===== src/dff_pkg.sv =====
`timescale 1ns / 1ps

package dff_pkg;

    localparam int VALUE_W    = 20;
    localparam int DIGITS     = 7;
    localparam int CHAR_W     = 7;
    localparam int COL_W      = 8;
    localparam int ROW_W      = 2;
    localparam int MODE_W     = 4;
    localparam int FIELD_MAX  = 6;
    localparam int POS_W      = 3;
    localparam int DAB_STAGES = 4;
    localparam int DAB_STEPS  = VALUE_W / DAB_STAGES;

    localparam logic [MODE_W-1:0] MODE_DIG2   = 4'd0;
    localparam logic [MODE_W-1:0] MODE_DIG3   = 4'd1;
    localparam logic [MODE_W-1:0] MODE_DIG4   = 4'd2;
    localparam logic [MODE_W-1:0] MODE_DIG5   = 4'd3;
    localparam logic [MODE_W-1:0] MODE_DIG6   = 4'd4;
    localparam logic [MODE_W-1:0] MODE_ANGLE  = 4'd5;
    localparam logic [MODE_W-1:0] MODE_OFFSET = 4'd6;
    localparam logic [MODE_W-1:0] MODE_DDD_D  = 4'd7;
    localparam logic [MODE_W-1:0] MODE_DD_D   = 4'd8;

    localparam logic [CHAR_W-1:0] CH_ZERO  = 7'h30;
    localparam logic [CHAR_W-1:0] CH_SPACE = 7'h20;
    localparam logic [CHAR_W-1:0] CH_MINUS = 7'h2d;
    localparam logic [CHAR_W-1:0] CH_PLUS  = 7'h2b;
    localparam logic [CHAR_W-1:0] CH_POINT = 7'h2e;

    localparam logic [VALUE_W-1:0] ANGLE_CENTER  = 20'd100;
    localparam logic [VALUE_W-1:0] OFFSET_CENTER = 20'h148;

    typedef struct packed {
        logic [MODE_W-1:0] mode;
        logic [CHAR_W-1:0] sign_char;
        logic [ROW_W-1:0]  row;
        logic [COL_W-1:0]  col;
        logic              inv;
    } side_t;

    typedef logic [DIGITS-1:0][3:0] bcd_t;

    typedef struct packed {
        bcd_t               bcd;
        logic [VALUE_W-1:0] bin;
        side_t              side;
    } dab_t;

    typedef struct packed {
        logic [FIELD_MAX-1:0][CHAR_W-1:0] code;
        logic [FIELD_MAX-1:0]             drawn;
        logic [POS_W-1:0]                 count;
        logic [ROW_W-1:0]                 row;
        logic [COL_W-1:0]                 col;
        logic                             inv;
    } field_t;

endpackage


===== src/decimal_field_formatter.sv =====
`timescale 1ns / 1ps

// Decimal field formatter: one input word (mode, value, row, start_col, invert)
// becomes a run of two to six ASCII character words on the output channel,
// one per display column, the final one marked by last.
// Both channels are valid/ready; a word moves on an edge with both high.
// The first character passes the magnitude stage, four binary-to-BCD stages,
// the format stage, the character buffer and the output register.
// Throughput: one character per cycle while out_ready is high; input words
// are taken every cycle while the pipeline has room, and back-to-back fields
// leave no gap.
// Words of an unused mode give no characters and are dropped in the pipeline.
// Reset clears every valid bit; no output appears until a word is taken.
// When the receiver holds out_ready low the output word holds, the pipeline
// fills stage by stage and in_ready falls once all stages are occupied.
module decimal_field_formatter (
    input  logic                        clk,
    input  logic                        rst_n,
    input  logic                        in_valid,
    output logic                        in_ready,
    input  logic [dff_pkg::MODE_W-1:0]  mode,
    input  logic [dff_pkg::VALUE_W-1:0] value,
    input  logic [dff_pkg::ROW_W-1:0]   row,
    input  logic [dff_pkg::COL_W-1:0]   start_col,
    input  logic                        invert,
    output logic                        out_valid,
    input  logic                        out_ready,
    output logic [dff_pkg::CHAR_W-1:0]  char_code,
    output logic [dff_pkg::COL_W-1:0]   column,
    output logic [dff_pkg::ROW_W-1:0]   row_out,
    output logic                        invert_out,
    output logic                        drawn,
    output logic                        last
);
    import dff_pkg::*;

    dab_t   dab_data  [DAB_STAGES+1];
    logic   dab_valid [DAB_STAGES+1];
    logic   dab_ready [DAB_STAGES+1];
    field_t fmt_field;
    logic   fmt_valid;
    logic   fmt_ready;

    dff_mag u_mag (
        .clk       (clk),
        .rst_n     (rst_n),
        .mode      (mode),
        .value     (value),
        .row       (row),
        .start_col (start_col),
        .invert    (invert),
        .in_valid  (in_valid),
        .in_ready  (in_ready),
        .out_data  (dab_data[0]),
        .out_valid (dab_valid[0]),
        .out_ready (dab_ready[0])
    );

    for (genvar g = 0; g < DAB_STAGES; g++)
    begin : g_dab
        dff_dab u_dab (
            .clk       (clk),
            .rst_n     (rst_n),
            .in_data   (dab_data[g]),
            .in_valid  (dab_valid[g]),
            .in_ready  (dab_ready[g]),
            .out_data  (dab_data[g+1]),
            .out_valid (dab_valid[g+1]),
            .out_ready (dab_ready[g+1])
        );
    end

    dff_fmt u_fmt (
        .clk       (clk),
        .rst_n     (rst_n),
        .in_data   (dab_data[DAB_STAGES]),
        .in_valid  (dab_valid[DAB_STAGES]),
        .in_ready  (dab_ready[DAB_STAGES]),
        .out_field (fmt_field),
        .out_valid (fmt_valid),
        .out_ready (fmt_ready)
    );

    dff_ser u_ser (
        .clk        (clk),
        .rst_n      (rst_n),
        .in_field   (fmt_field),
        .in_valid   (fmt_valid),
        .in_ready   (fmt_ready),
        .char_code  (char_code),
        .column     (column),
        .row_out    (row_out),
        .invert_out (invert_out),
        .drawn      (drawn),
        .last       (last),
        .out_valid  (out_valid),
        .out_ready  (out_ready)
    );

endmodule


===== src/dff_mag.sv =====
`timescale 1ns / 1ps

module dff_mag (
    input  logic                         clk,
    input  logic                         rst_n,
    input  logic [dff_pkg::MODE_W-1:0]   mode,
    input  logic [dff_pkg::VALUE_W-1:0]  value,
    input  logic [dff_pkg::ROW_W-1:0]    row,
    input  logic [dff_pkg::COL_W-1:0]    start_col,
    input  logic                         invert,
    input  logic                         in_valid,
    output logic                         in_ready,
    output dff_pkg::dab_t                out_data,
    output logic                         out_valid,
    input  logic                         out_ready
);
    import dff_pkg::*;

    logic               vld_reg;
    dab_t               data_reg;
    dab_t               data_next;
    logic [VALUE_W-1:0] diff;

    always_comb
    begin
        diff                     = '0;
        data_next.bcd            = '0;
        data_next.bin            = value;
        data_next.side.mode      = mode;
        data_next.side.sign_char = CH_SPACE;
        data_next.side.row       = row;
        data_next.side.col       = start_col;
        data_next.side.inv       = invert;
        case (mode)
            MODE_ANGLE:
            begin
                if (value < ANGLE_CENTER)
                begin
                    diff                     = ANGLE_CENTER - value;
                    data_next.side.sign_char = CH_MINUS;
                end
                else
                begin
                    diff                     = value - ANGLE_CENTER;
                    data_next.side.sign_char = (diff[7:0] == 8'd0) ? CH_SPACE : CH_PLUS;
                end
                data_next.bin = VALUE_W'(diff[7:0]);
            end
            MODE_OFFSET:
            begin
                if (value < OFFSET_CENTER)
                begin
                    diff                     = OFFSET_CENTER - value;
                    data_next.side.sign_char = CH_PLUS;
                end
                else
                begin
                    diff                     = value - OFFSET_CENTER;
                    data_next.side.sign_char = (diff == '0) ? CH_SPACE : CH_MINUS;
                end
                data_next.bin = diff;
            end
            default:
            begin
            end
        endcase
    end

    assign in_ready  = !vld_reg || out_ready;
    assign out_valid = vld_reg;
    assign out_data  = data_reg;

    always_ff @(posedge clk or negedge rst_n)
    begin
        if (!rst_n)
        begin
            vld_reg <= 1'b0;
        end
        else if (in_ready)
        begin
            vld_reg <= in_valid;
        end
    end

    always_ff @(posedge clk)
    begin
        if (in_valid && in_ready)
        begin
            data_reg <= data_next;
        end
    end

endmodule


===== src/dff_dab.sv =====
`timescale 1ns / 1ps

module dff_dab (
    input  logic          clk,
    input  logic          rst_n,
    input  dff_pkg::dab_t in_data,
    input  logic          in_valid,
    output logic          in_ready,
    output dff_pkg::dab_t out_data,
    output logic          out_valid,
    input  logic          out_ready
);
    import dff_pkg::*;

    logic                          vld_reg;
    dab_t                          data_reg;
    dab_t                          data_next;
    logic [DIGITS*4+VALUE_W-1:0]   sh;

    // shift-and-add-three, a fixed slice of the binary word per stage
    always_comb
    begin
        data_next = in_data;
        sh        = '0;
        for (int s = 0; s < DAB_STEPS; s++)
        begin
            for (int d = 0; d < DIGITS; d++)
            begin
                if (data_next.bcd[d] >= 4'd5)
                begin
                    data_next.bcd[d] = data_next.bcd[d] + 4'd3;
                end
            end
            sh = {data_next.bcd, data_next.bin} << 1;
            {data_next.bcd, data_next.bin} = sh;
        end
    end

    assign in_ready  = !vld_reg || out_ready;
    assign out_valid = vld_reg;
    assign out_data  = data_reg;

    always_ff @(posedge clk or negedge rst_n)
    begin
        if (!rst_n)
        begin
            vld_reg <= 1'b0;
        end
        else if (in_ready)
        begin
            vld_reg <= in_valid;
        end
    end

    always_ff @(posedge clk)
    begin
        if (in_valid && in_ready)
        begin
            data_reg <= data_next;
        end
    end

endmodule


===== src/dff_fmt.sv =====
`timescale 1ns / 1ps

module dff_fmt (
    input  logic            clk,
    input  logic            rst_n,
    input  dff_pkg::dab_t   in_data,
    input  logic            in_valid,
    output logic            in_ready,
    output dff_pkg::field_t out_field,
    output logic            out_valid,
    input  logic            out_ready
);
    import dff_pkg::*;

    logic          vld_reg;
    field_t        fld_reg;
    field_t        fld_next;
    bcd_t          d;
    logic [DIGITS:0] nz;

    function automatic logic [CHAR_W:0] lead(input logic [3:0] dig, input logic nz_here,
                                             input logic nz_above);
        logic [CHAR_W:0] r;
        if (!nz_here)
            r = {1'b1, CH_SPACE};
        else if (nz_above)
            r = {1'b0, CH_SPACE};
        else
            r = {1'b1, CH_ZERO + CHAR_W'(dig)};
        return r;
    endfunction

    function automatic logic [CHAR_W-1:0] inner(input logic [3:0] dig, input logic nz_here);
        return nz_here ? CH_ZERO + CHAR_W'(dig) : CH_SPACE;
    endfunction

    function automatic logic [CHAR_W-1:0] digit(input logic [3:0] dig);
        return CH_ZERO + CHAR_W'(dig);
    endfunction

    always_comb
    begin
        d         = in_data.bcd;
        nz[DIGITS] = 1'b0;
        for (int k = DIGITS - 1; k >= 0; k--)
        begin
            nz[k] = nz[k+1] | (d[k] != 4'd0);
        end

        fld_next.code  = {FIELD_MAX{CH_SPACE}};
        fld_next.drawn = '1;
        fld_next.count = '0;
        fld_next.row   = in_data.side.row;
        fld_next.col   = in_data.side.col;
        fld_next.inv   = in_data.side.inv;

        case (in_data.side.mode)
            MODE_DIG2:
            begin
                {fld_next.drawn[0], fld_next.code[0]} = lead(d[1], nz[1], nz[2]);
                fld_next.code[1] = digit(d[0]);
                fld_next.count   = 3'd2;
            end
            MODE_DIG3:
            begin
                {fld_next.drawn[0], fld_next.code[0]} = lead(d[2], nz[2], nz[3]);
                fld_next.code[1] = inner(d[1], nz[1]);
                fld_next.code[2] = digit(d[0]);
                fld_next.count   = 3'd3;
            end
            MODE_DIG4:
            begin
                {fld_next.drawn[0], fld_next.code[0]} = lead(d[3], nz[3], nz[4]);
                fld_next.code[1] = inner(d[2], nz[2]);
                fld_next.code[2] = inner(d[1], nz[1]);
                fld_next.code[3] = digit(d[0]);
                fld_next.count   = 3'd4;
            end
            MODE_DIG5:
            begin
                {fld_next.drawn[0], fld_next.code[0]} = lead(d[4], nz[4], nz[5]);
                fld_next.code[1] = inner(d[3], nz[3]);
                fld_next.code[2] = inner(d[2], nz[2]);
                fld_next.code[3] = inner(d[1], nz[1]);
                fld_next.code[4] = digit(d[0]);
                fld_next.count   = 3'd5;
            end
            MODE_DIG6:
            begin
                {fld_next.drawn[0], fld_next.code[0]} = lead(d[5], nz[5], nz[6]);
                fld_next.code[1] = inner(d[4], nz[4]);
                fld_next.code[2] = inner(d[3], nz[3]);
                fld_next.code[3] = inner(d[2], nz[2]);
                fld_next.code[4] = inner(d[1], nz[1]);
                fld_next.code[5] = digit(d[0]);
                fld_next.count   = 3'd6;
            end
            MODE_ANGLE:
            begin
                fld_next.code[0] = in_data.side.sign_char;
                fld_next.code[1] = inner(d[1], nz[1]);
                fld_next.code[2] = digit(d[0]);
                fld_next.count   = 3'd3;
            end
            MODE_OFFSET:
            begin
                fld_next.code[0] = in_data.side.sign_char;
                {fld_next.drawn[1], fld_next.code[1]} = lead(d[2], nz[2], nz[3]);
                fld_next.code[2] = inner(d[1], nz[1]);
                fld_next.code[3] = digit(d[0]);
                fld_next.count   = 3'd4;
            end
            MODE_DDD_D:
            begin
                {fld_next.drawn[0], fld_next.code[0]} = lead(d[3], nz[3], nz[4]);
                fld_next.code[1] = inner(d[2], nz[2]);
                fld_next.code[2] = digit(d[1]);
                fld_next.code[3] = CH_POINT;
                fld_next.code[4] = digit(d[0]);
                fld_next.count   = 3'd5;
            end
            MODE_DD_D:
            begin
                {fld_next.drawn[0], fld_next.code[0]} = lead(d[2], nz[2], nz[3]);
                fld_next.code[1] = digit(d[1]);
                fld_next.code[2] = CH_POINT;
                fld_next.code[3] = digit(d[0]);
                fld_next.count   = 3'd4;
            end
            default:
            begin
            end
        endcase
    end

    assign in_ready  = !vld_reg || out_ready;
    assign out_valid = vld_reg;
    assign out_field = fld_reg;

    // drop words of an unused mode here
    always_ff @(posedge clk or negedge rst_n)
    begin
        if (!rst_n)
        begin
            vld_reg <= 1'b0;
        end
        else if (in_ready)
        begin
            vld_reg <= in_valid && (fld_next.count != '0);
        end
    end

    always_ff @(posedge clk)
    begin
        if (in_valid && in_ready)
        begin
            fld_reg <= fld_next;
        end
    end

endmodule


===== src/dff_ser.sv =====
`timescale 1ns / 1ps

module dff_ser (
    input  logic                        clk,
    input  logic                        rst_n,
    input  dff_pkg::field_t             in_field,
    input  logic                        in_valid,
    output logic                        in_ready,
    output logic [dff_pkg::CHAR_W-1:0]  char_code,
    output logic [dff_pkg::COL_W-1:0]   column,
    output logic [dff_pkg::ROW_W-1:0]   row_out,
    output logic                        invert_out,
    output logic                        drawn,
    output logic                        last,
    output logic                        out_valid,
    input  logic                        out_ready
);
    import dff_pkg::*;

    field_t             fld_reg;
    logic               fld_valid_reg;
    logic               fld_valid_next;
    logic [POS_W-1:0]   idx_reg;
    logic [POS_W-1:0]   idx_next;
    logic               out_valid_reg;
    logic               out_valid_next;
    logic [CHAR_W-1:0]  char_code_reg;
    logic [COL_W-1:0]   column_reg;
    logic [ROW_W-1:0]   row_reg;
    logic               invert_reg;
    logic               drawn_reg;
    logic               last_reg;
    logic               load_out;
    logic               last_now;

    assign load_out = !out_valid_reg || out_ready;
    assign last_now = fld_valid_reg && (idx_reg == fld_reg.count - POS_W'(1));
    assign in_ready = !fld_valid_reg || (load_out && last_now);

    always_comb
    begin
        fld_valid_next = fld_valid_reg;
        idx_next       = idx_reg;
        out_valid_next = out_valid_reg;
        if (load_out)
        begin
            out_valid_next = fld_valid_reg;
            if (fld_valid_reg)
            begin
                if (last_now)
                begin
                    fld_valid_next = 1'b0;
                    idx_next       = '0;
                end
                else
                begin
                    idx_next = idx_reg + POS_W'(1);
                end
            end
        end
        if (in_valid && in_ready)
        begin
            fld_valid_next = 1'b1;
            idx_next       = '0;
        end
    end

    always_ff @(posedge clk or negedge rst_n)
    begin
        if (!rst_n)
        begin
            fld_valid_reg <= 1'b0;
            idx_reg       <= '0;
            out_valid_reg <= 1'b0;
        end
        else
        begin
            fld_valid_reg <= fld_valid_next;
            idx_reg       <= idx_next;
            out_valid_reg <= out_valid_next;
        end
    end

    always_ff @(posedge clk)
    begin
        if (in_valid && in_ready)
        begin
            fld_reg <= in_field;
        end
        if (load_out && fld_valid_reg)
        begin
            char_code_reg <= fld_reg.code[idx_reg];
            column_reg    <= fld_reg.col + COL_W'(idx_reg);
            row_reg       <= fld_reg.row;
            invert_reg    <= fld_reg.inv;
            drawn_reg     <= fld_reg.drawn[idx_reg];
            last_reg      <= last_now;
        end
    end

    assign out_valid  = out_valid_reg;
    assign char_code  = char_code_reg;
    assign column     = column_reg;
    assign row_out    = row_reg;
    assign invert_out = invert_reg;
    assign drawn      = drawn_reg;
    assign last       = last_reg;

endmodule


===== config.mk =====
export PLATFORM = sky130hd
export DESIGN_NAME = decimal_field_formatter
export DESIGN_NICKNAME = d
export VERILOG_FILES = /design/src/dff_pkg.sv /design/src/decimal_field_formatter.sv /design/src/dff_mag.sv /design/src/dff_dab.sv /design/src/dff_fmt.sv /design/src/dff_ser.sv
export SDC_FILE = /design/constraint.sdc
export NUM_CORES = 1
export LEC_CHECK = 0
export BUFFER_PORTS_ARGS = -buffer_cell sky130_fd_sc_hd__clkbuf_2
export CAP_MARGIN = 15
export CORE_MARGIN = 2
export CORE_UTILIZATION = 65
export CTS_BUF_LIST = sky130_fd_sc_hd__clkbuf_4 sky130_fd_sc_hd__clkbuf_8
export CTS_CLUSTER_DIAMETER = 40
export DETAILED_ROUTE_END_ITERATION = 10
export GPL_ROUTABILITY_DRIVEN = 0
export PLACE_DENSITY = 0.83
export SETUP_SLACK_MARGIN = 0.1
export SYNTH_ARGS = -nofsm -noshare
export SYNTH_HDL_FRONTEND = slang
export SYNTH_SLANG_ARGS = --single-unit

===== constraint.sdc =====
create_clock -name clk -period 8.6 [get_ports clk]
set_clock_uncertainty 0.15 [all_clocks]
set_input_delay 0.43 -clock clk [delete_from_list [all_inputs] [get_ports clk]]
set_output_delay 0.43 -clock clk [all_outputs]
set_load 0.005 [all_outputs]

==> results.json <==
{
  "status": "finished clean",
  "fmax_mhz": 199,
  "ys_top_cells_by_area": "edfxtp_1 (50%), ha_1 (4.0%), nand2_1 (3.2%)",
  "tightest_slew_ns": 1.14,
  "hold_path_class": "primary input to register",
  "setup_viol": 0,
  "clock_path_buffers": 3,
  "cp_num_buf_inv": 4,
  "cts_tree": "built",
  "max_slew_margin": 0.235,
  "rrSetupSlack_ns": 3.58,
  "path_clk_slew_ns": 0.06,
  "syn_area_per_cell_sq_um": 10.9,
  "crit_family": "compound AO/OA/AOI/OAI gates",
  "synthesis.area_sq_mm": 0.0189,
  "yosys.area.top_type": "edfxtp_1",
  "cts_setup_buffers": 0,
  "period_minus_slack_ns": 5.02,
  "maxCapViolations": 0,
  "whs_path_depth": 2,
  "htree_num_levels": 2,
  "hold_violations": 0,
  "arrival_ns": 5.20,
  "timing.hold.ws_ns": 0.0363,
  "whs_endpoint": "u_mag.out_data[35]$_DFFE_PP_",
  "seqCellArea_sq_mm": 0.00973,
  "slowest_delay_ns": 0.42,
  "placementRows": 62,
  "multiInputGateArea_sq_mm": 0.00863,
  "finalCritPeriodShare": 0.584,
  "finalWirelength_mm": 37.2,
  "dieArea_sq_mm": 0.0305,
  "first_pass_iters": 6,
  "portBuffers": 59,
  "dp_hpwl_mm": 24.8,
  "hp-start": "value[13]",
  "largest_register_ffs": 166,
  "area_growth_pct": 10.7,
  "dieWidth_um": 175,
  "synthFlopType": "edfxtp_1",
  "r2r-end": "g_dab[3].u_dab.out_data[64]$_DFFE_PP_",
  "yosysSeqAreaShare": 0.515,
  "synth_edf_count": 315,
  "worstPathRequired_ns": 8.77,
  "grt_overflow": 0,
  "syn_nets": 1832,
  "r2r-start": "g_dab[2].u_dab.out_data[58]$_DFFE_PP_",
  "yosys_warnings": 0,
  "crit_path_frequent_cell": "ha_1",
  "grt_max_degree": 47,
  "fillCellCount": 1903,
  "ios": 61,
  "final_antenna_net_count": 0,
  "grt_pass1_vias": 13221,
  "drive_gt1_frac": 0.145,
  "cts_buffers": 52,
  "startpoint_type": "register",
  "dieHeight_um": 175,
  "drt_iter0_drc": 1131,
  "synthesis.instances": 1731,
  "cts-root-buf": "clkbuf_8",
  "post-route-drc-count": 0,
  "cp_max_fo": 9,
  "start_util": 0.659,
  "via_per_inst": 6.24,
  "core_sq_mm": 0.0287,
  "setup_tns_ns": 0,
  "clk_latency_ns": 0.60,
  "grt_use_total": 0.239,
  "crit_path_end_kind": "register",
  "nets": 1917,
  "post_cts_resized": 0,
  "grt_pass1_wl_mm": 61.0,
  "path_cells": "inv_1 > ha_1 > inv_1 > ha_1 > a21oi_1 > xnor2_1 > ha_1 > inv_1 > a21oi_1 > o2bb2ai_1 > a21boi_2 > nor2_2 > xnor2_2 > nand2b_1 > ha_1 > inv_1 > nor2_1 > a21oi_1 > ha_1 > nand2_1 > a31oi_1 > o211ai_1 > o2111ai_1 > mux2i_1",
  "wire_per_inst_um": 16.6,
  "r2r.worst_path.cells": 24,
  "drv_slew": 0,
  "crit_type": "register to register",
  "async_flop_share": 0.0337,
  "synth_top_area_share": 0.500,
  "clock-sinks": 326,
  "antenna_found_initial": 0,
  "ys_types": 115,
  "diodes": 0,
  "critPathSlowestCell": "edfxtp_1",
  "vias": 13994,
  "synth-seq-cells": 326,
  "rsz0062_at_grt": "no"
}
## cells in the mapped netlist, drive strengths merged (6+ instances only)
cell and count:
nor3 46, dfrtp 11, a31oi 24, inv 96, buf 9, nor4 11, mux2 21, xnor2 51
or4 6, xor2 14, nand4 7, nor3b 12, nor2 116, o22ai 24, nand2 162, or3 20
a31o 8, a211oi 18, edfxtp 315, a21boi 15, o21a 22, a21o 18, o31ai 9, a22oi 11
o21bai 12, o211ai 20, o32ai 6, nor2b 20, mux4 6, a222oi 7, nand3 38, ha 61
a21oi 122, or2 9, a221o 13, and3 18, o221ai 8, nand2b 36, o21ai 125, clkbuf 44
mux2i 41, and2 18, a22o 7
## area by class of cell
cell class              count  area share
well taps                 384      0.0230
clock buffers              63      0.0382
clock inverters            35      0.0171
repair buffers             84      0.0266
inverters                  98      0.0176
flip-flops and latches    326       0.465
multi-input cells        1254       0.412
## placed cells by master, fill, tap and decap left out, drive strengths merged, types with 19 or more instances in the layout
cell type / synthesis / final
a31oi: 24 / 24
nand2: 162 / 162
a21oi: 122 / 122
ha: 61 / 61
dlygate4sd3: 0 / 19
or3: 20 / 20
o21a: 22 / 22
mux2i: 41 / 41
nor2b: 20 / 20
nand3: 38 / 38
nor3: 46 / 46
clkinv: 2 / 25
mux2: 21 / 21
inv: 96 / 98
o22ai: 24 / 24
xnor2: 51 / 51
nand2b: 36 / 36
edfxtp: 315 / 315
nor2: 116 / 116
clkbuf: 44 / 122
o211ai: 20 / 20
o21ai: 125 / 125
## how the worst max path moves through the flow
stage                                                startpoint                                    end  slack, ns  cells past startpoint
after global placement    g_dab[2].u_dab.out_data[58]$_DFFE_PP_  g_dab[3].u_dab.out_data[64]$_DFFE_PP_       4.12                     24
after global routing      g_dab[2].u_dab.out_data[58]$_DFFE_PP_  g_dab[3].u_dab.out_data[64]$_DFFE_PP_       3.18                     24
after detailed placement  g_dab[2].u_dab.out_data[58]$_DFFE_PP_  g_dab[3].u_dab.out_data[64]$_DFFE_PP_       3.69                     24
after CTS                 g_dab[2].u_dab.out_data[58]$_DFFE_PP_  g_dab[3].u_dab.out_data[64]$_DFFE_PP_       3.67                     24
after floorplan                     u_ser.fld_reg[11]$_DFFE_PP_   g_dab[0].u_dab.out_data[0]$_DFFE_PP_       4.35                      9
final                     g_dab[2].u_dab.out_data[58]$_DFFE_PP_  g_dab[3].u_dab.out_data[64]$_DFFE_PP_       3.58                     24
## through the flow
step                setup slack [ns]  std cells  utilization  cell area [sq um]
floorplan                       4.35       1731            -              18900
finish                          3.58       2244        0.729              20900
global placement                4.12       2125        0.681              19500
global route                    3.18       2244        0.729              20900
CTS                             3.67       2242        0.728              20900
detailed placement              3.69       2125        0.681              19500
## cells by family after synthesis
logic type / Yosys count / share of synthesized area
other: 1 / 0.000198
muxes: 68 / 0.0426
adders and majority gates: 63 / 0.0420
xor gates and xnor gates: 65 / 0.0365
and+or+nand+nor: 539 / 0.142
buffers and inverters: 151 / 0.0312
DFF: 326 / 0.515
AOI/OAI and AO/OA: 518 / 0.191
## layer usage
layer,track usage,vias to the layer above,share of wire
met4,0.0851,0,0.029
met2,0.431,540,0.51
met1,0.295,6604,0.40
met5,0,-,0
li1,-,6746,-
met3,0.0330,104,0.059
## repair_timing
action | CTS | global route
endpoints found under the hold margin | 29 | 0
hold buffers | 19 | 0
setup endpoints to repair | 0 | 0
Power is left out: the tool's default activity adds up to more than one toggle a clock period on the data nets, which glitch-free logic cannot reach.
